===== src/assert_macros.svh =====
// Assertion macros shared by the decoder modules
`ifndef ASSERT_MACROS_SVH
`define ASSERT_MACROS_SVH
`ifndef SYNTH
`define ASSERT_IMPLIES(label, clk, rst_n, a, c) \
    label: assert property (@(posedge clk) disable iff (!rst_n) (a) |-> (c)) \
        else $error("assertion failed");
`define ASSERT_NEXT(label, clk, rst_n, a, c) \
    label: assert property (@(posedge clk) disable iff (!rst_n) (a) |=> (c)) \
        else $error("assertion failed");
`else
`define ASSERT_IMPLIES(label, clk, rst_n, a, c)
`define ASSERT_NEXT(label, clk, rst_n, a, c)
`endif
`endif


===== src/ppm_pkg.sv =====
// Types and constants of the pixmap decoder
package ppm_pkg;
    typedef struct packed {
        logic [7:0] data_byte;
        logic       has_byte;
        logic       end_of_stream;
    } in_item_t;

    typedef struct packed {
        logic [1:0]  kind;
        logic [7:0]  red;
        logic [7:0]  green;
        logic [7:0]  blue;
        logic [7:0]  alpha;
        logic [14:0] image_width;
        logic [14:0] image_height;
        logic [3:0]  status;
        logic        last;
    } out_item_t;

    localparam logic [1:0] KIND_HEADER = 2'd0;
    localparam logic [1:0] KIND_PIXEL  = 2'd1;
    localparam logic [1:0] KIND_STATUS = 2'd2;

    localparam logic [3:0] ST_OK        = 4'd0;
    localparam logic [3:0] ST_MAGIC     = 4'd1;
    localparam logic [3:0] ST_HEADER    = 4'd2;
    localparam logic [3:0] ST_NOPAYLOAD = 4'd3;
    localparam logic [3:0] ST_SEP       = 4'd4;
    localparam logic [3:0] ST_TRUNC     = 4'd5;
    localparam logic [3:0] ST_RANGE     = 4'd6;
    localparam logic [3:0] ST_TOKEN     = 4'd7;
    localparam logic [3:0] ST_LARGE     = 4'd8;

    // work command from the parser to the scaler
    typedef struct packed {
        logic [1:0]  kind;
        logic [7:0]  r;
        logic [7:0]  g;
        logic [7:0]  b;
        logic [7:0]  maxval;
        logic [14:0] w;
        logic [14:0] h;
        logic [3:0]  status;
    } cmd_t;
endpackage


===== src/ppm_parser.sv =====
// Front end: byte parser that produces header, pixel and status commands
`include "assert_macros.svh"
module ppm_parser #(
    parameter int MAX_DIMENSION = 16384
) (
    input  logic              clk,
    input  logic              rst_n,
    input  ppm_pkg::in_item_t in_data,
    input  logic              in_valid,
    output logic              in_ready,
    output ppm_pkg::cmd_t     cmd_data,
    output logic              cmd_valid,
    input  logic              cmd_ready
);
    typedef enum logic [2:0] {
        PH_MAGIC, PH_WIDTH, PH_HEIGHT, PH_MAXVAL, PH_SEP, PH_BIN, PH_ASCII, PH_DONE
    } phase_t;

    localparam logic [14:0] DIM_SAT = 15'(MAX_DIMENSION + 1);
    localparam logic [14:0] DIM_LIM = 15'(MAX_DIMENSION);
    localparam logic [15:0] DIM_MAX = 16'(MAX_DIMENSION);

    localparam logic [7:0] CH_TAB   = 8'h09;
    localparam logic [7:0] CH_LF    = 8'h0A;
    localparam logic [7:0] CH_CR    = 8'h0D;
    localparam logic [7:0] CH_SPACE = 8'h20;
    localparam logic [7:0] CH_HASH  = 8'h23;
    localparam logic [7:0] CH_ZERO  = 8'h30;
    localparam logic [7:0] CH_THREE = 8'h33;
    localparam logic [7:0] CH_SIX   = 8'h36;
    localparam logic [7:0] CH_NINE  = 8'h39;
    localparam logic [7:0] CH_P     = 8'h50;

    // progress through the magic token
    localparam logic [15:0] MG_NONE = 16'd0;
    localparam logic [15:0] MG_P    = 16'd1;
    localparam logic [15:0] MG_P3   = 16'd2;
    localparam logic [15:0] MG_P6   = 16'd3;

    phase_t      phase_reg, phase_next;
    logic        ascii_reg, ascii_next;
    logic        cmt_reg, cmt_next;
    logic [15:0] tok_reg, tok_next;
    logic        tstart_reg, tstart_next;
    logic        tbad_reg, tbad_next;
    logic [14:0] w_reg, w_next;
    logic [14:0] h_reg, h_next;
    logic [7:0]  mv_reg, mv_next;
    logic [27:0] left_reg, left_next;
    logic [1:0]  ch_reg, ch_next;
    logic [7:0]  hold0_reg, hold0_next, hold1_reg, hold1_next;
    logic        cr_reg, cr_next;
    // load pixel count: width*height-1, computed in the cycle after the header
    logic        cnt_pend_reg, cnt_pend_next;
    logic [27:0] prod;

    // up to two commands per item; the second waits in slot 1
    ppm_pkg::cmd_t c0, c1;
    logic          e0, e1;
    ppm_pkg::cmd_t q_reg [2];
    logic [1:0]    qn_reg;

    logic       take;
    logic [7:0] c;

    assign in_ready  = (qn_reg == 2'd0) && !cnt_pend_reg;
    assign take      = in_valid && in_ready;
    assign c         = in_data.data_byte;
    assign cmd_valid = (qn_reg != 2'd0);
    assign cmd_data  = q_reg[0];
    assign prod      = {13'd0, w_reg} * {13'd0, h_reg};

    function automatic logic blank(input logic [7:0] b);
        return b == CH_SPACE || b == CH_TAB || b == CH_CR || b == CH_LF;
    endfunction

    function automatic logic [14:0] sat_dim(input logic [15:0] v);
        return (v > DIM_MAX) ? DIM_SAT : v[14:0];
    endfunction

    always_comb
    begin
        logic [19:0]   acc;
        logic [15:0]   v;
        logic          bad;
        logic          is_text;
        logic          blank_b;
        logic          tok_end_b;
        logic          tok_end;
        logic          sep_chk;
        logic          chan_en;
        logic [7:0]    chan_v;
        logic          fin_en;
        logic [3:0]    fin_code;
        logic          data_en;
        ppm_pkg::cmd_t data_cmd;
        ppm_pkg::cmd_t fin_cmd;
        phase_next = phase_reg; ascii_next = ascii_reg; cmt_next = cmt_reg;
        tok_next = tok_reg; tstart_next = tstart_reg; tbad_next = tbad_reg;
        w_next = w_reg; h_next = h_reg; mv_next = mv_reg; left_next = left_reg;
        ch_next = ch_reg; hold0_next = hold0_reg; hold1_next = hold1_reg;
        cr_next = cr_reg; cnt_pend_next = 1'b0;
        acc = '0; v = '0; bad = 1'b0;
        is_text = (phase_reg != PH_SEP) && (phase_reg != PH_BIN) && (phase_reg != PH_DONE);
        blank_b = 1'b0; tok_end_b = 1'b0; tok_end = 1'b0; sep_chk = 1'b0;
        chan_en = 1'b0; chan_v = '0; fin_en = 1'b0; fin_code = ppm_pkg::ST_OK;
        data_en = 1'b0; data_cmd = '0; fin_cmd = '0;

        if (cnt_pend_reg)
            left_next = prod - 28'd1;

        // byte stage
        if (take && in_data.has_byte)
        begin
            if (phase_reg == PH_SEP)
                sep_chk = 1'b1;
            else if (phase_reg == PH_BIN)
            begin
                cr_next = 1'b0;
                if (!(cr_reg && c == CH_LF))
                begin
                    if (c > mv_reg)
                    begin
                        fin_en = 1'b1; fin_code = ppm_pkg::ST_RANGE;
                    end
                    else
                    begin
                        chan_en = 1'b1; chan_v = c;
                    end
                end
            end
            else if (is_text)
            begin
                if (cmt_reg)
                begin
                    if (c == CH_LF) cmt_next = 1'b0;
                end
                else if (blank(c) || c == CH_HASH)
                begin
                    blank_b = 1'b1;
                    tok_end_b = tstart_reg;
                end
                else
                begin
                    tstart_next = 1'b1;
                    if (phase_reg == PH_MAGIC)
                    begin
                        if (tok_reg == MG_NONE && c == CH_P) tok_next = MG_P;
                        else if (tok_reg == MG_P && c == CH_THREE) tok_next = MG_P3;
                        else if (tok_reg == MG_P && c == CH_SIX) tok_next = MG_P6;
                        else tbad_next = 1'b1;
                    end
                    else if (c >= CH_ZERO && c <= CH_NINE)
                    begin
                        acc = {1'b0, tok_reg, 3'd0} + {3'd0, tok_reg, 1'b0}
                              + {12'd0, c - CH_ZERO};
                        tok_next = (acc > 20'hFFFF) ? 16'hFFFF : acc[15:0];
                    end
                    else tbad_next = 1'b1;
                end
            end
        end

        // close the token on a separator, or on end of stream
        tok_end = tok_end_b
                  || (take && in_data.end_of_stream && is_text && !tok_end_b && tstart_next);
        if (tok_end)
        begin
            v = tok_next; bad = tbad_next;
            tok_next = '0; tstart_next = 1'b0; tbad_next = 1'b0;
            case (phase_reg)
                PH_MAGIC:
                    if (!bad && (v == MG_P3 || v == MG_P6))
                    begin
                        ascii_next = (v == MG_P3); phase_next = PH_WIDTH;
                    end
                    else
                    begin
                        fin_en = 1'b1; fin_code = ppm_pkg::ST_MAGIC;
                    end
                PH_WIDTH:
                    if (bad)
                    begin
                        fin_en = 1'b1; fin_code = ppm_pkg::ST_HEADER;
                    end
                    else
                    begin
                        w_next = sat_dim(v); phase_next = PH_HEIGHT;
                    end
                PH_HEIGHT:
                    if (bad)
                    begin
                        fin_en = 1'b1; fin_code = ppm_pkg::ST_HEADER;
                    end
                    else
                    begin
                        h_next = sat_dim(v); phase_next = PH_MAXVAL;
                    end
                PH_MAXVAL:
                    if (bad || v == 16'd0 || v > 16'd255 || w_reg == '0 || h_reg == '0)
                    begin
                        fin_en = 1'b1; fin_code = ppm_pkg::ST_HEADER;
                    end
                    else if (w_reg > DIM_LIM || h_reg > DIM_LIM)
                    begin
                        fin_en = 1'b1; fin_code = ppm_pkg::ST_LARGE;
                    end
                    else
                    begin
                        mv_next = v[7:0];
                        data_en = 1'b1;
                        data_cmd.kind = ppm_pkg::KIND_HEADER;
                        data_cmd.w = w_reg; data_cmd.h = h_reg;
                        data_cmd.maxval = v[7:0]; data_cmd.status = ppm_pkg::ST_OK;
                        cnt_pend_next = 1'b1; ch_next = '0;
                        phase_next = ascii_reg ? PH_ASCII : PH_SEP;
                    end
                PH_ASCII:
                    if (bad)
                    begin
                        fin_en = 1'b1; fin_code = ppm_pkg::ST_TOKEN;
                    end
                    else if (v > {8'd0, mv_reg})
                    begin
                        fin_en = 1'b1; fin_code = ppm_pkg::ST_RANGE;
                    end
                    else
                    begin
                        chan_en = 1'b1; chan_v = v[7:0];
                    end
                default: ;
            endcase
        end

        // hold two channels, emit a pixel on the third
        if (chan_en)
        begin
            if (ch_reg == 2'd0)
            begin
                hold0_next = chan_v; ch_next = 2'd1;
            end
            else if (ch_reg == 2'd1)
            begin
                hold1_next = chan_v; ch_next = 2'd2;
            end
            else
            begin
                data_en = 1'b1;
                data_cmd.kind = ppm_pkg::KIND_PIXEL;
                data_cmd.r = hold0_reg; data_cmd.g = hold1_reg; data_cmd.b = chan_v;
                data_cmd.maxval = mv_reg; data_cmd.status = ppm_pkg::ST_OK;
                ch_next = 2'd0;
                if (left_reg == '0)
                begin
                    fin_en = 1'b1; fin_code = ppm_pkg::ST_OK;
                end
                else left_next = left_reg - 28'd1;
            end
        end

        // the byte that ends the maxval token is also the binary separator
        if (blank_b && phase_next == PH_SEP)
            sep_chk = 1'b1;
        if (sep_chk)
        begin
            if (!blank(c))
            begin
                fin_en = 1'b1; fin_code = ppm_pkg::ST_SEP;
            end
            else
            begin
                cr_next = (c == CH_CR); phase_next = PH_BIN;
            end
        end
        else if (blank_b && c == CH_HASH && !fin_en)
            cmt_next = 1'b1;

        if (fin_en)
        begin
            phase_next = PH_DONE; cmt_next = 1'b0;
        end

        if (take && in_data.end_of_stream && phase_next != PH_DONE)
        begin
            fin_en = 1'b1;
            case (phase_next)
                PH_MAGIC:                        fin_code = ppm_pkg::ST_MAGIC;
                PH_WIDTH, PH_HEIGHT, PH_MAXVAL:  fin_code = ppm_pkg::ST_HEADER;
                PH_SEP:                          fin_code = ppm_pkg::ST_NOPAYLOAD;
                PH_BIN, PH_ASCII:                fin_code = ppm_pkg::ST_TRUNC;
                default:                         fin_code = ppm_pkg::ST_HEADER;
            endcase
        end

        // status reports the dimensions parsed up to this point
        fin_cmd.kind = ppm_pkg::KIND_STATUS;
        fin_cmd.status = fin_code;
        fin_cmd.w = w_next;
        fin_cmd.h = h_next;
        fin_cmd.maxval = mv_next;

        if (take && in_data.end_of_stream)
        begin
            phase_next = PH_MAGIC; ascii_next = 1'b0; cmt_next = 1'b0;
            tok_next = '0; tstart_next = 1'b0; tbad_next = 1'b0;
            w_next = '0; h_next = '0; mv_next = '0; left_next = '0;
            ch_next = '0; hold0_next = '0; hold1_next = '0; cr_next = 1'b0;
            cnt_pend_next = 1'b0;
        end

        c0 = data_en ? data_cmd : fin_cmd;
        c1 = fin_cmd;
        e0 = data_en || fin_en;
        e1 = data_en && fin_en;
    end

    always_ff @(posedge clk or negedge rst_n)
    begin
        if (!rst_n)
        begin
            phase_reg <= PH_MAGIC; ascii_reg <= 1'b0; cmt_reg <= 1'b0;
            tok_reg <= '0; tstart_reg <= 1'b0; tbad_reg <= 1'b0;
            w_reg <= '0; h_reg <= '0; mv_reg <= '0; left_reg <= '0;
            ch_reg <= '0; hold0_reg <= '0; hold1_reg <= '0; cr_reg <= 1'b0;
            cnt_pend_reg <= 1'b0; qn_reg <= '0;
            q_reg[0] <= '0; q_reg[1] <= '0;
        end
        else
        begin
            phase_reg <= phase_next; ascii_reg <= ascii_next; cmt_reg <= cmt_next;
            tok_reg <= tok_next; tstart_reg <= tstart_next; tbad_reg <= tbad_next;
            w_reg <= w_next; h_reg <= h_next; mv_reg <= mv_next; left_reg <= left_next;
            ch_reg <= ch_next; hold0_reg <= hold0_next; hold1_reg <= hold1_next;
            cr_reg <= cr_next; cnt_pend_reg <= cnt_pend_next;
            if (take)
            begin
                qn_reg <= {1'b0, e0} + {1'b0, e1};
                q_reg[0] <= c0;
                q_reg[1] <= c1;
            end
            else if (cmd_valid && cmd_ready)
            begin
                q_reg[0] <= q_reg[1];
                qn_reg <= qn_reg - 2'd1;
            end
        end
    end

    `ASSERT_IMPLIES(a_no_take_busy, clk, rst_n, qn_reg != 2'd0, !in_ready)
    `ASSERT_NEXT(a_cnt_once, clk, rst_n, cnt_pend_reg, !cnt_pend_reg)
    `ASSERT_IMPLIES(a_ch_range, clk, rst_n, 1'b1, ch_reg != 2'd3)
endmodule


===== src/ppm_scaler.sv =====
// Back end: scales channels by 255/maxval and formats results
`include "assert_macros.svh"
module ppm_scaler (
    input  logic               clk,
    input  logic               rst_n,
    input  ppm_pkg::cmd_t      cmd_data,
    input  logic               cmd_valid,
    output logic               cmd_ready,
    output ppm_pkg::out_item_t out_data,
    output logic               out_valid,
    input  logic               out_ready
);
    // one restoring division step per cycle on all three channels
    logic [3:0]  cnt_reg;
    logic        busy_reg;
    logic [7:0]  mv_reg;
    logic [15:0] num_reg [3];
    logic [7:0]  rem_reg [3];
    logic [6:0]  quo_reg [3];
    logic        ov_reg;

    assign cmd_ready = !busy_reg && !ov_reg;
    assign out_valid = ov_reg;

    // last step of the quotient, taken combinationally
    function automatic logic [7:0] final_q(input logic [1:0] i);
        logic [8:0] r;
        r = {rem_reg[i], num_reg[i][15]};
        return {quo_reg[i], (r >= {1'b0, mv_reg})};
    endfunction

    always_ff @(posedge clk or negedge rst_n)
    begin
        logic [8:0] r;
        logic [8:0] d;
        if (!rst_n)
        begin
            busy_reg <= 1'b0; ov_reg <= 1'b0; cnt_reg <= '0;
            mv_reg <= '0; out_data <= '0;
            for (int i = 0; i < 3; i++)
            begin
                num_reg[i] <= '0; rem_reg[i] <= '0; quo_reg[i] <= '0;
            end
        end
        else
        begin
            if (ov_reg && out_ready) ov_reg <= 1'b0;
            if (cmd_valid && cmd_ready)
            begin
                mv_reg <= cmd_data.maxval;
                num_reg[0] <= {cmd_data.r, 8'd0} - {8'd0, cmd_data.r};
                num_reg[1] <= {cmd_data.g, 8'd0} - {8'd0, cmd_data.g};
                num_reg[2] <= {cmd_data.b, 8'd0} - {8'd0, cmd_data.b};
                for (int i = 0; i < 3; i++)
                begin
                    rem_reg[i] <= '0; quo_reg[i] <= '0;
                end
                cnt_reg <= '0;
                if (cmd_data.kind == ppm_pkg::KIND_PIXEL) busy_reg <= 1'b1;
                else
                begin
                    out_data <= '{kind: cmd_data.kind, red: '0, green: '0, blue: '0,
                        alpha: '0, image_width: cmd_data.w, image_height: cmd_data.h,
                        status: cmd_data.status,
                        last: (cmd_data.kind == ppm_pkg::KIND_STATUS)};
                    ov_reg <= 1'b1;
                end
            end
            else if (busy_reg)
            begin
                for (int i = 0; i < 3; i++)
                begin
                    r = {rem_reg[i], num_reg[i][15]};
                    d = r - {1'b0, mv_reg};
                    num_reg[i] <= {num_reg[i][14:0], 1'b0};
                    if (r >= {1'b0, mv_reg})
                    begin
                        rem_reg[i] <= d[7:0];
                        quo_reg[i] <= {quo_reg[i][5:0], 1'b1};
                    end
                    else
                    begin
                        rem_reg[i] <= r[7:0];
                        quo_reg[i] <= {quo_reg[i][5:0], 1'b0};
                    end
                end
                cnt_reg <= cnt_reg + 4'd1;
                if (cnt_reg == 4'd15)
                begin
                    busy_reg <= 1'b0;
                    ov_reg <= 1'b1;
                    out_data <= '{kind: ppm_pkg::KIND_PIXEL, red: final_q(2'd0),
                        green: final_q(2'd1), blue: final_q(2'd2), alpha: 8'hFF,
                        image_width: '0, image_height: '0, status: ppm_pkg::ST_OK,
                        last: 1'b0};
                end
            end
        end
    end

    `ASSERT_IMPLIES(a_busy_no_out, clk, rst_n, busy_reg, !ov_reg)
    `ASSERT_IMPLIES(a_mv_nonzero, clk, rst_n, busy_reg, mv_reg != 8'd0)
    `ASSERT_NEXT(a_out_hold, clk, rst_n, ov_reg && !out_ready, ov_reg)
endmodule


===== src/portable_pixmap_decoder.sv =====
// Top level of the pixmap decoder
// Parser takes one byte per cycle while no command waits; a byte that yields a command
// holds input until the scaler takes it. A pixel needs 16 steps in the shift-subtract
// divider, run on all three channels at once; other commands skip the divider.
// The scaler takes a new command only once its result is unloaded: load, steps, unload.
// Reset: rst_n clears all parser and scaler state asynchronously.
module portable_pixmap_decoder #(
    parameter int MAX_DIMENSION = 16384
) (
    input  logic               clk,
    input  logic               rst_n,
    input  ppm_pkg::in_item_t  in_data,
    input  logic               in_valid,
    output logic               in_ready,
    output ppm_pkg::out_item_t out_data,
    output logic               out_valid,
    input  logic               out_ready
);
    ppm_pkg::cmd_t cmd;
    logic          cmd_valid, cmd_ready;

    ppm_parser #(.MAX_DIMENSION(MAX_DIMENSION)) u_parser (
        .clk, .rst_n, .in_data, .in_valid, .in_ready,
        .cmd_data(cmd), .cmd_valid, .cmd_ready
    );

    ppm_scaler u_scaler (
        .clk, .rst_n, .cmd_data(cmd), .cmd_valid, .cmd_ready,
        .out_data, .out_valid, .out_ready
    );
endmodule

===== config.mk =====
export PLATFORM = sky130hd
export DESIGN_NAME = portable_pixmap_decoder
export DESIGN_NICKNAME = d
export VERILOG_FILES = /design/src/ppm_pkg.sv /design/src/ppm_parser.sv /design/src/ppm_scaler.sv /design/src/portable_pixmap_decoder.sv
export VERILOG_INCLUDE_DIRS = /design/src /design/src/src
export SDC_FILE = /design/constraint.sdc
export NUM_CORES = 1
export LEC_CHECK = 0
export BUFFER_PORTS_ARGS = -buffer_cell sky130_fd_sc_hd__buf_2
export CAP_MARGIN = 20
export CORE_ASPECT_RATIO = 1.75
export CORE_MARGIN = 2
export CORE_UTILIZATION = 40
export DETAILED_ROUTE_END_ITERATION = 7
export PLACE_DENSITY = 0.64
export SYNTH_ARGS = -nofsm -noshare
export SYNTH_HDL_FRONTEND = slang
export SYNTH_SLANG_ARGS = --single-unit

===== constraint.sdc =====
create_clock -name clk -period 7.4 [get_ports clk]
set_input_delay 0.74 -clock clk [delete_from_list [all_inputs] [get_ports clk]]
set_output_delay 0.74 -clock clk [all_outputs]
set_load 0.01 [all_outputs]

# ---- Yosys cells after proc, flatten, opt, wreduce, memory -nomap -nowiden
# Cells that the tools add are included.
dict set report totals {
  register_bits 398
  inputBits 14
  output_inout_bits 71
  wordCells 407
}
dict set report classes {
  n_addsub 14
  mul 1
  order_cmp 12
  eq_ne 34
  muxes 226
  reduce_logical 69
}
# cell n
set op_table {}
lappend op_table {{69-bit two-way mux} 4}
lappend op_table {{16-bit two-way mux} 14}
lappend op_table {{68-bit two-way mux} 3}
lappend op_table {{8-bit two-way mux} 24}
lappend op_table {{28-bit two-way mux} 6}
lappend op_table {{42-bit two-way mux} 4}
lappend op_table {{15-bit two-way mux} 9}
lappend op_table {{1-bit two-way mux} 104}
lappend op_table {{48-bit two-way mux} 2}
lappend op_table {{4-bit two-way mux} 23}
lappend op_table {{34-bit two-way mux} 2}
lappend op_table {{28-bit by 1-bit subtractor with 28-bit output (second input constant)} 2}
lappend op_table {{24-bit two-way mux} 2}
lappend op_table {{16-bit by 8-bit subtractor with 16-bit output} 3}
lappend op_table {{21-bit two-way mux} 2}
lappend op_table {{3-bit two-way mux} 11}
lappend op_table {{33-bit two-way mux} 1}
lappend op_table {{16-bit by 2-bit equality test with 1-bit output (second input constant)} 2}
lappend op_table {{8-bit by 6-bit equality test with 1-bit output (second input constant)} 4}
lappend op_table {{16-bit zero test} 2}
lappend op_table {{15-bit > comparator (second input constant)} 2}
lappend op_table {{15-bit zero test} 2}
lappend op_table {{28-bit zero test} 1}
lappend op_table {{15-bit by 15-bit multiplier with 28-bit output} 1}
lappend op_table {{other kinds (44)} 126}

# ---- Longest topological paths before layout
# Gate-level depths: netlist of run 1.
dict set report depth {
  ltp_word 33
  mapped_depth 35
  mapped_depth_nobuf 35
}

# ---- Cells and area by module
# A second synthesis of run 1 with hierarchy kept.
dict set report hier_totals {
  hier_cells 3309
  hier_area_um2 29507.0
}
# module n_inst cells_each area_each_um2 seq_area_each_um2
set by_module_without_submodules {}
lappend by_module_without_submodules {ppm_parser 1 2366 20728.6 5555.3}
lappend by_module_without_submodules {ppm_scaler 1 943 8778.4 4229.1}

# ---- Worst setup path before layout of run 1
# Ideal clock, no wire load.
dict set report synth_timing {
  path_type {input to register}
  startpoint {input port in_data[8] in the netlist's numbering}
  endpoint {register u_parser.qn_reg[0]}
  setup_ns 0.136
  t_arrival_ns 7.068
  required_ns 7.264
  setup_slack_ns 0.196
  path_stages 33
  path_buffers 2
  cell_sequence {buf_2 > a21oi_1 > xor2_1 > fa_1 > ha_1 > a21o_1 > or3_1 > o211ai_2 > o211ai_1 > a31oi_1 > mux2i_2 > clkbuf_1 > nand3_1 > o22ai_1 > inv_1 > ha_1 > a21o_1 > a21o_1 > a21oi_1 > o21ai_0 > o21ai_0 > and2_1 > and3_1 > nand2_1 > or4_1 > a211oi_1 > a211o_1 > nor2_1 > a21oi_1 > o21ai_0 > ha_1 > nand2_1 > o21ai_0}
}
dict set report synth_between {
  elab_chain_cells 33
  word_cells_on_any_way 133
  classes_between {add/sub (3); order compare (6); eq/ne (12); mux (87); reduce/logical (25)}
}
# item line
set synth_rtl {}
lappend synth_rtl {{start: declaration} portable_pixmap_decoder.sv:12} ;# input ppm_pkg::in_item_t in_data,
lappend synth_rtl {{branches (longest 31 deep; another with 20-bit by 8-bit adder with 20-bit output)} n/a}
lappend synth_rtl {{1-bit by 1-bit adder with 2-bit output *} ppm_parser.sv:337} ;# qn_reg <= {1'b0, e0} + {1'b0, e1};
lappend synth_rtl {{2-bit two-way mux *} ppm_parser.sv:335} ;# if (take)
lappend synth_rtl {{end signal: assignment} ppm_parser.sv:337}
lappend synth_rtl {{end signal: assignment} ppm_parser.sv:344} ;# qn_reg <= qn_reg - 2'd1;
lappend synth_rtl {{end: declaration} ppm_parser.sv:61} ;# logic [1:0] qn_reg;
# Mark *: on every way between the ends.
# A chain may end at the register's enable or synchronous reset.

# ---- Worst setup path after layout of run 1
dict set report layout_timing {
  startpoint {register u_parser.w_reg[5]}
  endpoint {register u_parser.left_reg[25]}
}
dict set report layout_between {
  elab_chain_cells 8
}
# item line
set layout_rtl {}
lappend layout_rtl {{start: declaration} ppm_parser.sv:46} ;# logic [14:0] w_reg, w_next;
lappend layout_rtl {{start signal: assignment} ppm_parser.sv:332} ;# w_reg <= w_next; h_reg <= h_next; mv_reg <= mv_next; left_reg <= left_next;
lappend layout_rtl {{15-bit by 15-bit multiplier with 28-bit output *} ppm_parser.sv:71} ;# assign prod = {13'd0, w_reg} * {13'd0, h_reg};
lappend layout_rtl {{28-bit by 1-bit subtractor with 28-bit output *} ppm_parser.sv:110} ;# left_next = prod - 28'd1;
lappend layout_rtl {{28-bit two-way mux *} ppm_parser.sv:109} ;# if (cnt_pend_reg)
lappend layout_rtl {{28-bit two-way mux} ppm_parser.sv:253} ;# if (left_reg == '0)
lappend layout_rtl {{28-bit two-way mux} ppm_parser.sv:242} ;# else if (ch_reg == 2'd1)
lappend layout_rtl {{28-bit two-way mux} ppm_parser.sv:238} ;# if (ch_reg == 2'd0)
lappend layout_rtl {{28-bit two-way mux *} ppm_parser.sv:236} ;# if (chan_en)
lappend layout_rtl {{28-bit two-way mux *} ppm_parser.sv:302} ;# if (take && in_data.end_of_stream)
lappend layout_rtl {{via u_parser.left_next[25]} ppm_parser.sv:49} ;# logic [27:0] left_reg, left_next;
lappend layout_rtl {{end signal: assignment} ppm_parser.sv:332}
lappend layout_rtl {{end: declaration} ppm_parser.sv:49}
# The timed path passes the listed nets; every way through them passes the cells marked *.

==> flow_summary.ini, run 1 <==
[global_routing]
grt.total_usage = 0.237
grt_pass1_wl_mm = 134
grt-ovfl-total = 0
vias_in_the_first_global_route = 24000
grt_antenna_before_repair = 0
grt_start_max_net_pins = 158

[setup_path]
timing.critical_path.max_delay_family = adder cells
worst-path-buf-inv = 5
worst_path_most_repeated_cell = sky130_fd_sc_hd__fa_1
worst-r2r-cell-count = 25
critPathMaxStageDelay_ns = 0.71
crit-reg2reg-launch = u_parser.w_reg[5]$_DFF_PN0_
r2r_slack_ns = 0.48
reg2reg_to = u_parser.left_reg[25]$_DFF_PN0_
timing.critical_path.arrival_ns = 7.31
worst_ep_required_time_ns = 7.79
kind_of_start_point_of_the_critical_path = register
crit_path_max_fanout = 11
ws_path_type = reg2reg
crit_slowest_cell = sky130_fd_sc_hd__dfrtp_1
worstSetupEndpointType = register

[die]
start_util = 0.402
die_height_um = 356
floorplan.io_pins = 85
placeableCoreArea_mm2 = 0.0704
dieArea_mm2 = 0.0729
rows = 129
dieWidth_um = 205

[logic_synthesis]
synth_area_mm2 = 0.0283
synth_fp_nets = 3540
synthDistinctLibCells = 89
synth_sequential_area_ratio = 0.346
async_set_or_reset_flop_fraction_in_the_synthesized_netlist = 1.00
yosysTopAreaCellShare = 0.346
yosys_most_used_dff = sky130_fd_sc_hd__dfrtp_1
syn_inst = 3173
synthesis.area_per_instance_um2 = 8.91
yosysTopAreaCell = sky130_fd_sc_hd__dfrtp_1
synth_area_leaders = sky130_fd_sc_hd__dfrtp_1 35%, sky130_fd_sc_hd__fa_1 13%, sky130_fd_sc_hd__ha_1 7.3%
postSynthRegisterBits = 391
synth-edff-count = 0
synth.yosys.warnings = 0

[placement]
placement.io_buffers = 84
placedInstanceArea_mm2 = 0.0300
dp_hpwl_mm = 63.6
final_weighted_congestion_of_routability_driven_global_placement = 0.959
numPlacedInstances = 4085

[sta]
count_of_endpoints_failing_setup_in_the_final_report = 0
min_period_over_period = 0.935
timing.slew.headroom = 0.269
finalHoldViolations = 0
tightestPinTransition_ns = 1.10
fin_skew_ns = 0.0425
slew_viol_final = 0
grt_setup_unrepaired = no
totalNegativeSetupSlack_ns = 0
min_period_ns = 6.92
max_freq_mhz = 144

[clocking]
cts-htree-levels = 2
cts_tree = built
clock_transition_at_the_registers_of_the_reported_paths_ns = 0.07
cts_buffer_depth = 3
cts_sinks = 391
cts_resized = 0
cts-buffers-inserted = 39
cts_setup_buffers = 0
clk_latency_ns = 0.59
clock_tree.root_cell = sky130_fd_sc_hd__clkbuf_16
cts_hold_buf = 0

[route]
routed_wirelength_mm = 84.5
detailed_routing_iteration_count_for_the_pre_antenna_repair_pass = 5
drc_errors = 0
routed_wire_length_per_instance_um = 20.3
routed_via_density = 5.63
drtIter0Drc = 1511
num_vias = 23400
residual_antenna_violating_net_count_after_detailed_routing = 0

[cells_and_area]
final_design_area_no_fill_mm2 = 0.0313
flow.area_growth_from_synthesis_pct = 10.6
num_antenna_cells = 0
layout-drive-gt1-share = 0.0948
layoutNonFillerInstCount = 4155
largest_reg_flops = 68
post-route-util = 0.444
num-nets-final = 3576
most_common_cell_after_layout_fill_and_taps_aside = sky130_fd_sc_hd__nand2_1
most-common-layout-cells = 505 x sky130_fd_sc_hd__nand2_1, 388 x sky130_fd_sc_hd__dfrtp_1, 269 x sky130_fd_sc_hd__inv_1

[power_and_ir_drop]
power.ir.vdd_worst_mv = 0.231
leakage_uw = 0.0146
power_per_cell_area_mw_per_mm2 = 258

[worst_hold_path]
holdCritPathClass = in2async

[flow_run]
max_cap_viol_count = 0

[run_status]
outcome = finished clean
[worst max-delay path by stage]
| stage | from | endpoint | slack, ns | depth (start not counted) |
|---|---|---|---|---|
| after floorplan | in_data[8] | u_parser.qn_reg[0]$_DFFE_PN0P_ | 0.20 | 33 |
| after detailed placement | in_data[6] | u_parser.qn_reg[0]$_DFFE_PN0P_ | 0.1 | 34 |
| after CTS | u_parser.h_reg[3]$_DFF_PN0_ | u_parser.left_reg[27]$_DFF_PN0_ | 0.18 | 26 |
| final | u_parser.w_reg[5]$_DFF_PN0_ | u_parser.left_reg[25]$_DFF_PN0_ | 0.48 | 25 |
| after global routing | u_parser.tok_reg[0]$_DFF_PN0_ | u_parser.left_reg[3]$_DFF_PN0_ | 0.08 | 30 |
| after global placement | in_data[6] | u_parser.qn_reg[0]$_DFFE_PN0P_ | 0.10 | 34 |
[cells in the mapped netlist, types with 6 or more instances]
master,count
sky130_fd_sc_hd__nor2_1,203
sky130_fd_sc_hd__buf_1,12
sky130_fd_sc_hd__mux2i_1,37
sky130_fd_sc_hd__xnor2_1,45
sky130_fd_sc_hd__and3_1,27
sky130_fd_sc_hd__ha_1,165
sky130_fd_sc_hd__a22oi_1,12
sky130_fd_sc_hd__a21oi_1,195
sky130_fd_sc_hd__a22o_1,80
sky130_fd_sc_hd__clkbuf_1,165
sky130_fd_sc_hd__nor3b_1,6
sky130_fd_sc_hd__nand4_1,18
sky130_fd_sc_hd__fa_1,188
sky130_fd_sc_hd__nor3_1,56
sky130_fd_sc_hd__o22ai_1,14
sky130_fd_sc_hd__o31ai_1,7
sky130_fd_sc_hd__or3_1,15
sky130_fd_sc_hd__a211oi_1,12
sky130_fd_sc_hd__o21ai_0,268
sky130_fd_sc_hd__a31oi_1,21
sky130_fd_sc_hd__xor2_1,31
sky130_fd_sc_hd__inv_1,269
sky130_fd_sc_hd__or2_2,10
sky130_fd_sc_hd__o211ai_1,23
sky130_fd_sc_hd__nand3_1,30
sky130_fd_sc_hd__buf_4,7
sky130_fd_sc_hd__dfrtp_1,391
sky130_fd_sc_hd__nor4_1,30
sky130_fd_sc_hd__buf_2,12
sky130_fd_sc_hd__a21o_1,42
sky130_fd_sc_hd__nand2b_1,27
sky130_fd_sc_hd__nand2_1,506
sky130_fd_sc_hd__o21a_1,23
sky130_fd_sc_hd__a41oi_1,10
sky130_fd_sc_hd__and2_1,89
sky130_fd_sc_hd__nor2b_1,24
[through the flow]
step           hold slack [ns]  worst slack (ns)  total power [uW]
2_1_floorplan            0.434             0.196              5050
5_1_grt                  0.255            0.0776              8610
4_1_cts                  0.204             0.175              8130
3_5_place_dp             0.452            0.0994              6080
6_report                 0.172             0.479              8060
3_3_place_gp             0.453             0.103              6020
[report_power, final]
group          internal (uW)  total (uW)  switching, uW
Combinational           1180        3070           1890
Clock                   1120        2030            915
Sequential              2580        2950            380
[layer usage]
metal	track usage	share of wire	up-vias
li1	-	-	10800
met1	0.245	0.35	11700
met2	0.435	0.53	634
met3	0.0247	0.036	280
met4	0.182	0.087	0
met5	0	0	-
[kinds of logic (layout without fill, tap and decap cells)]
kind of cell / after synthesis / after routing / synth area share
mux: 40 / 40 / 0.0144
compound gates: 776 / 776 / 0.173
flops: 391 / 391 / 0.346
buf+inv: 467 / 532 / 0.0635
fa+ha+maj: 354 / 354 / 0.207
simple gates: 1069 / 1069 / 0.173
xor+xnor: 76 / 76 / 0.0235
[final cells by class]
type	count	area, um2
multi-input combinational	2315	16700
inverter	270	1010
sequential	391	9790
tap	917	1150
fill	6945	39100
clock buffer	53	1090
timing repair buffer	192	1300
clock inverter	17	190
Note: power is estimated with default switching activity, not from simulation.
==> run 2, diff against run 1 <==
--- a/config.mk
+++ b/config.mk
@@ -8,11 +8,12 @@
 export LEC_CHECK = 0
 export BUFFER_PORTS_ARGS = -buffer_cell sky130_fd_sc_hd__buf_2
 export CAP_MARGIN = 20
-export CORE_ASPECT_RATIO = 1.75
+export CORE_ASPECT_RATIO = 0.75
 export CORE_MARGIN = 2
 export CORE_UTILIZATION = 40
 export DETAILED_ROUTE_END_ITERATION = 7
 export PLACE_DENSITY = 0.64
+export RECOVER_POWER = 100
 export SYNTH_ARGS = -nofsm -noshare
 export SYNTH_HDL_FRONTEND = slang
 export SYNTH_SLANG_ARGS = --single-unit
==> flow_summary.ini, run 2 (synthesized netlist as in run 1, its figures left out) <==
[setup_path]
crit-reg2reg-launch = u_parser.w_reg[5]$_DFF_PN0_
timing.critical_path.max_delay_family = adder cells
reg2reg_to = u_parser.left_reg[27]$_DFF_PN0_
timing.critical_path.arrival_ns = 7.53
r2r_slack_ns = 0.27
worstSetupEndpointType = register
crit_slowest_cell = sky130_fd_sc_hd__dfrtp_1
worst-path-buf-inv = 4
worst_path_most_repeated_cell = sky130_fd_sc_hd__fa_1
ws_path_type = reg2reg
critPathMaxStageDelay_ns = 0.61
path_depth = 23
kind_of_start_point_of_the_critical_path = register
list_of_cells_traversed_by_the_critical_path = nand2_1 -> fa_1 -> inv_1 -> fa_1 -> fa_1 -> inv_1 -> fa_1 -> inv_1 -> fa_1 -> fa_1 -> ha_1 -> o21a_1 -> a2111oi_0 -> nor3_1 -> a211oi_1 -> o41ai_1 -> buf_4 -> a21o_1 -> nand2_1 -> a211o_1 -> o21ai_0 -> mux2i_1 -> a21oi_1
worst-r2r-cell-count = 23
critPathCapture = u_parser.left_reg[27]$_DFF_PN0_
origin_of_the_worst_setup_path = u_parser.w_reg[5]$_DFF_PN0_
crit_path_max_fanout = 9
worst_ep_required_time_ns = 7.80

[sta]
min_period_over_period = 0.964
fin_skew_ns = 0.0640
slew_viol_final = 617
count_of_endpoints_failing_setup_in_the_final_report = 0
timing.slew.headroom = -2.84
finalHoldViolations = 0
grt_setup_unrepaired = no
min_period_ns = 7.13
totalNegativeSetupSlack_ns = 0
tightestPinTransition_ns = 5.76
max_freq_mhz = 140

[clocking]
clock_transition_at_the_registers_of_the_reported_paths_ns = 0.06
cts-htree-levels = 2
cts_hold_buf = 0
cts_tree = built
clock_tree.root_cell = sky130_fd_sc_hd__clkbuf_16
cts-buffers-inserted = 42
cts_buffer_depth = 3
cts_sinks = 391
clk_latency_ns = 0.60

[route]
routed_via_density = 5.52
detailed_routing_iteration_count_for_the_pre_antenna_repair_pass = 5
num_vias = 23100
routed_wirelength_mm = 80.2
drc_errors = 0
drtIter0Drc = 2396
routed_wire_length_per_instance_um = 19.1
residual_antenna_violating_net_count_after_detailed_routing = 0

[cells_and_area]
num_antenna_cells = 0
largest_reg_flops = 68
most_common_cell_after_layout_fill_and_taps_aside = sky130_fd_sc_hd__nand2_1
final_design_area_no_fill_mm2 = 0.0313
layout-drive-gt1-share = 0.0675
flow.area_growth_from_synthesis_pct = 10.8
most-common-layout-cells = 506 x sky130_fd_sc_hd__nand2_1, 382 x sky130_fd_sc_hd__dfrtp_1, 269 x sky130_fd_sc_hd__inv_1
num-nets-final = 3579
nFillCells = 6901

[die]
start_util = 0.404
dieArea_mm2 = 0.0728
rows = 84
dieWidth_um = 311
die_height_um = 234
floorplan.io_pins = 85
placeableCoreArea_mm2 = 0.0700

[global_routing]
vias_in_the_first_global_route = 22000
grt-ovfl-total = 0
grt_antenna_before_repair = 3
grt_pass1_wl_mm = 129
grt_start_max_net_pins = 163
grt.total_usage = 0.223

[power_and_ir_drop]
power.ir.vdd_worst_mv = 0.204
power_per_cell_area_mw_per_mm2 = 266
leakage_uw = 0.0144

[placement]
final_weighted_congestion_of_routability_driven_global_placement = 0.947
placement.io_buffers = 84
placedInstanceArea_mm2 = 0.0300
dp_hpwl_mm = 58.8

[worst_hold_path]
holdCritPathClass = in2reg
hold_path.startpoint = out_ready

[flow_run]
max_cap_viol_count = 7

[run_status]
outcome = finished with violations
violations = max-capacitance violations, max-slew violations
## run 2: cell count changes in the layout (fill, tap and decap cells not counted), moves of 4 or more
cell	change
sky130_fd_sc_hd__buf_2	-71
sky130_fd_sc_hd__buf_4	-24
sky130_fd_sc_hd__bufinv_16	+7
sky130_fd_sc_hd__clkbuf_1	+88
sky130_fd_sc_hd__clkbuf_2	+4
sky130_fd_sc_hd__dfrtp_1	-6
sky130_fd_sc_hd__dfrtp_2	+7
## run 2: layout make-up
cell class                 instances  area [um2]  area share
clock buffer                      54        1190      0.0379
sequential                       391        9800       0.313
inverter                         270        1010      0.0324
tap                              946        1180      0.0378
timing repair buffer             192        1070      0.0342
clock inverter                    23         390      0.0125
multi-input combinational       2315       16700       0.533
## run 2: worst min path at each step
stage / end / slack (ns) / cells after the start
global placement: u_scaler.mv_reg[0]$_DFFE_PN0P_ / 0.45 / 2
floorplan: u_parser.q_reg[67]$_DFFE_PN0P_ / 0.43 / 1
finish: u_scaler.out_valid$_DFF_PN0_ / 0.36 / 2
CTS: u_parser.cmd_data[42]$_DFFE_PN0P_ / 0.30 / 1
global route: u_scaler.out_valid$_DFF_PN0_ / 0.36 / 2
detailed placement: u_parser.q_reg[0]$_DFFE_PN0P_ / 0.46 / 2
## run 2: layer usage
metal / GRT usage / vias up / part of all wire
met1: 0.364 / 11300 / 0.51
li1: - / 10800 / -
met5: 0 / - / 0.00012
met4: 0.0403 / 2 / 0.014
met3: 0.0524 / 86 / 0.096
met2: 0.291 / 917 / 0.38
## run 2: through the flow
step / setup WS, ns / total power [uW] / cells / hold slack [ns] / utilization
2_1_floorplan: 0.196 / 5050 / 3173 / 0.434 / -
3_3_place_gp: 0.131 / 5940 / 4113 / 0.450 / 0.428
3_5_place_dp: -0.0185 / 5980 / 4114 / 0.460 / 0.428
4_1_cts: 0.121 / 8390 / 4191 / 0.303 / 0.451
5_1_grt: 0.00661 / 8870 / 4191 / 0.360 / 0.447
6_report: 0.268 / 8330 / 4191 / 0.359 / 0.447
## run 2: worst register-to-register path: stages (launching register included)
cell	delay, ns
sky130_fd_sc_hd__dfrtp_1	0.61
sky130_fd_sc_hd__nand2_1	0.14
sky130_fd_sc_hd__fa_1	0.53
sky130_fd_sc_hd__inv_1	0.06
sky130_fd_sc_hd__fa_1	0.52
sky130_fd_sc_hd__fa_1	0.53
sky130_fd_sc_hd__inv_1	0.05
sky130_fd_sc_hd__fa_1	0.50
sky130_fd_sc_hd__inv_1	0.07
sky130_fd_sc_hd__fa_1	0.52
sky130_fd_sc_hd__fa_1	0.50
sky130_fd_sc_hd__ha_1	0.36
sky130_fd_sc_hd__o21a_1	0.17
sky130_fd_sc_hd__a2111oi_0	0.10
sky130_fd_sc_hd__nor3_1	0.35
sky130_fd_sc_hd__a211oi_1	0.15
sky130_fd_sc_hd__o41ai_1	0.46
sky130_fd_sc_hd__buf_4	0.19
sky130_fd_sc_hd__a21o_1	0.11
sky130_fd_sc_hd__nand2_1	0.06
sky130_fd_sc_hd__a211o_1	0.32
sky130_fd_sc_hd__o21ai_0	0.32
sky130_fd_sc_hd__mux2i_1	0.23
sky130_fd_sc_hd__a21oi_1	0.08
## run 2: what timing repair did
item / in CTS / in global routing
resized for setup: 0 / 13
buffers inserted: 0 / 0
hold endpoints to repair: 0 / 0
endpoints found under the setup margin: 0 / 6
## run 2: report_power, final
group | switching, uW | leakage [uW] | total (uW) | internal (uW)
sequential | 378 | 0.00524 | 2950 | 2580
clock | 931 | 0.000762 | 2390 | 1460
combinational | 1870 | 0.00836 | 2990 | 1120
total | 3170 | 0.0144 | 8330 | 5150
==> run 3, diff against run 2 <==
--- a/config.mk
+++ b/config.mk
@@ -8,11 +8,13 @@
 export LEC_CHECK = 0
 export BUFFER_PORTS_ARGS = -buffer_cell sky130_fd_sc_hd__buf_2
 export CAP_MARGIN = 20
+export CELL_PAD_IN_SITES_DETAIL_PLACEMENT = 1
+export CELL_PAD_IN_SITES_GLOBAL_PLACEMENT = 1
 export CORE_ASPECT_RATIO = 0.75
 export CORE_MARGIN = 2
 export CORE_UTILIZATION = 40
 export DETAILED_ROUTE_END_ITERATION = 7
-export PLACE_DENSITY = 0.64
+export PLACE_DENSITY = 0.77
 export RECOVER_POWER = 100
 export SYNTH_ARGS = -nofsm -noshare
 export SYNTH_HDL_FRONTEND = slang
==> flow_summary.ini, run 3 (synthesized netlist as in run 1, its figures left out) <==
[cells_and_area]
flow.area_growth_from_synthesis_pct = 10.3
most_common_cell_after_layout_fill_and_taps_aside = sky130_fd_sc_hd__nand2_1
num-nets-final = 3579
largest_reg_flops = 68
layout-drive-gt1-share = 0.0638
post-route-util = 0.446
most-common-layout-cells = 505 x sky130_fd_sc_hd__nand2_1, 383 x sky130_fd_sc_hd__dfrtp_1, 269 x sky130_fd_sc_hd__inv_1
num_antenna_cells = 0

[setup_path]
reg2reg_to = u_parser.qn_reg[0]$_DFFE_PN0P_
timing.critical_path.arrival_ns = 7.45
kind_of_start_point_of_the_critical_path = input port
timing.critical_path.max_delay_family = compound AO/OA/AOI/OAI gates
crit_slowest_cell = sky130_fd_sc_hd__or4_1
worst-r2r-cell-count = 30
crit_path_max_fanout = 10
worst_path_most_repeated_cell = sky130_fd_sc_hd__o21ai_0
crit-reg2reg-launch = u_parser.tok_reg[6]$_DFF_PN0_
r2r_slack_ns = 0.41
worstSetupEndpointType = register
worst_ep_required_time_ns = 7.84
ws_path_type = in2reg
worst-path-buf-inv = 3
critPathMaxStageDelay_ns = 0.46

[route]
routed_wire_length_per_instance_um = 21.5
routed_wirelength_mm = 90.1
routed_via_density = 5.66
num_vias = 23700
residual_antenna_violating_net_count_after_detailed_routing = 0
drc_errors = 0
detailed_routing_iteration_count_for_the_pre_antenna_repair_pass = 5
drtIter0Drc = 1936

[die]
rows = 84
die_height_um = 234
dieWidth_um = 311
start_util = 0.404
dieArea_mm2 = 0.0728
floorplan.io_pins = 85
placeableCoreArea_mm2 = 0.0700

[sta]
finalHoldViolations = 0
min_period_over_period = 0.948
slew_viol_final = 544
max_freq_mhz = 143
min_period_ns = 7.01
fin_skew_ns = 0.0159
tightestPinTransition_ns = 5.41
timing.hold.ws_ns = 0.347
timing.slew.headroom = -2.61
count_of_endpoints_failing_setup_in_the_final_report = 0
totalNegativeSetupSlack_ns = 0

[clocking]
cts_tree = built
clock_transition_at_the_registers_of_the_reported_paths_ns = 0.06
clock_tree.root_cell = sky130_fd_sc_hd__clkbuf_16
cts-buffers-inserted = 43
cts_sinks = 391
cts_buffer_depth = 3
cts-htree-levels = 2
clk_latency_ns = 0.59

[global_routing]
vias_in_the_first_global_route = 24800
grt_antenna_before_repair = 1
grt_pass1_wl_mm = 145
grt.total_usage = 0.251
grt_start_max_net_pins = 136
grt-ovfl-total = 0

[worst_hold_path]
min_delay_path_depth = 2
timing.hold.worst_endpoint = u_scaler.out_valid$_DFF_PN0_
holdCritPathClass = in2reg
hold_path.startpoint = out_ready

[run_status]
outcome = finished with violations
violations = max-capacitance violations, max-slew violations

[power_and_ir_drop]
power.net_switching_uw = 3280
power_switching_share = 0.396
power_report.internal_total_uw = 5000
power_per_cell_area_mw_per_mm2 = 266
power_frac_seq = 0.359
leakage_uw = 0.0143
p_clk_frac = 0.272
p_comb_frac = 0.369
power.ir.vdd_worst_mv = 0.179

[placement]
placement.io_buffers = 84
dp_hpwl_mm = 66.5
final_weighted_congestion_of_routability_driven_global_placement = 0.923

[flow_run]
max_cap_viol_count = 9
==> run 3: cell types whose count changed in the layout (fill, tap and decap cells not counted), sizes merged <==
| cell | change |
|---|---|
| buf | -8 |
| bufinv | -5 |
| clkbuf | +15 |
| clkinv | -1 |
| clkinvlp | -3 |
| inv | -1 |
==> run 3: cell type report <==
class	instances	area, um2
repair buffers	191	1040
fillers	8281	38800
inverters	270	1010
well taps	946	1180
clock inverters	13	211
flip-flops and latches	391	9790
clock buffers	62	1250
multi-input cells	2315	16700
==> run 3: worst max path at each step <==
stage                           startpoint                         endpoint  cells after the start
2_1_floorplan                   in_data[8]   u_parser.qn_reg[0]$_DFFE_PN0P_                     33
3_3_place_gp                    in_data[6]   u_parser.qn_reg[0]$_DFFE_PN0P_                     33
3_5_place_dp                    in_data[6]   u_parser.qn_reg[0]$_DFFE_PN0P_                     33
4_1_cts        u_parser.w_reg[6]$_DFF_PN0_  u_parser.left_reg[27]$_DFF_PN0_                     24
5_1_grt                         in_data[6]   u_parser.qn_reg[0]$_DFFE_PN0P_                     33
6_report                        in_data[6]   u_parser.qn_reg[0]$_DFFE_PN0P_                     33
==> run 3: worst reg2reg max path: cells and delay by family (launching register included) <==
| kind | cells | cell delay [ns] |
|---|---|---|
| AO/OA/AOI/OAI | 15 | 2.58 |
| adder cells (fa/ha/maj) | 4 | 1.43 |
| flip-flops | 1 | 0.59 |
| buffers and inverters | 2 | 0.30 |
| multiplexers | 1 | 0.33 |
| AND/OR/NAND/NOR | 8 | 1.63 |
==> run 3: power groups by stage <==
stage | logic, uW | registers [uW] | clock network, uW
2_1_floorplan | 2170 | 2880 | 0
3_3_place_gp | 2990 | 2980 | 0
3_5_place_dp | 3100 | 2990 | 0
4_1_cts | 3130 | 2960 | 2290
5_1_grt | 3410 | 3030 | 2380
6_report | 3060 | 2970 | 2250
==> run 3: metrics by stage <==
stage	area [um2]	total power [uW]	setup slack [ns]	cells
after CTS	31400	8390	0.110	4185
after detailed placement	30000	6100	-0.101	4110
after global routing	31200	8820	-0.00230	4188
after global placement	30000	5970	0.0721	4110
final	31200	8280	0.388	4188
after floorplan	28300	5050	0.196	3173
==> run 3: per-layer routing <==
layer	share of wire	up-vias	global-route usage
met2	0.41	763	0.359
met3	0.088	124	0.0593
met4	0.020	2	0.0534
met1	0.48	12000	0.382
met5	0.00011	-	0
li1	-	10800	-
==> run 3: repair_timing <==
action,in CTS,in global routing
setup endpoints to repair,0,8
gates resized for setup,0,13
hold buffers,0,0
setup buffers,0,2
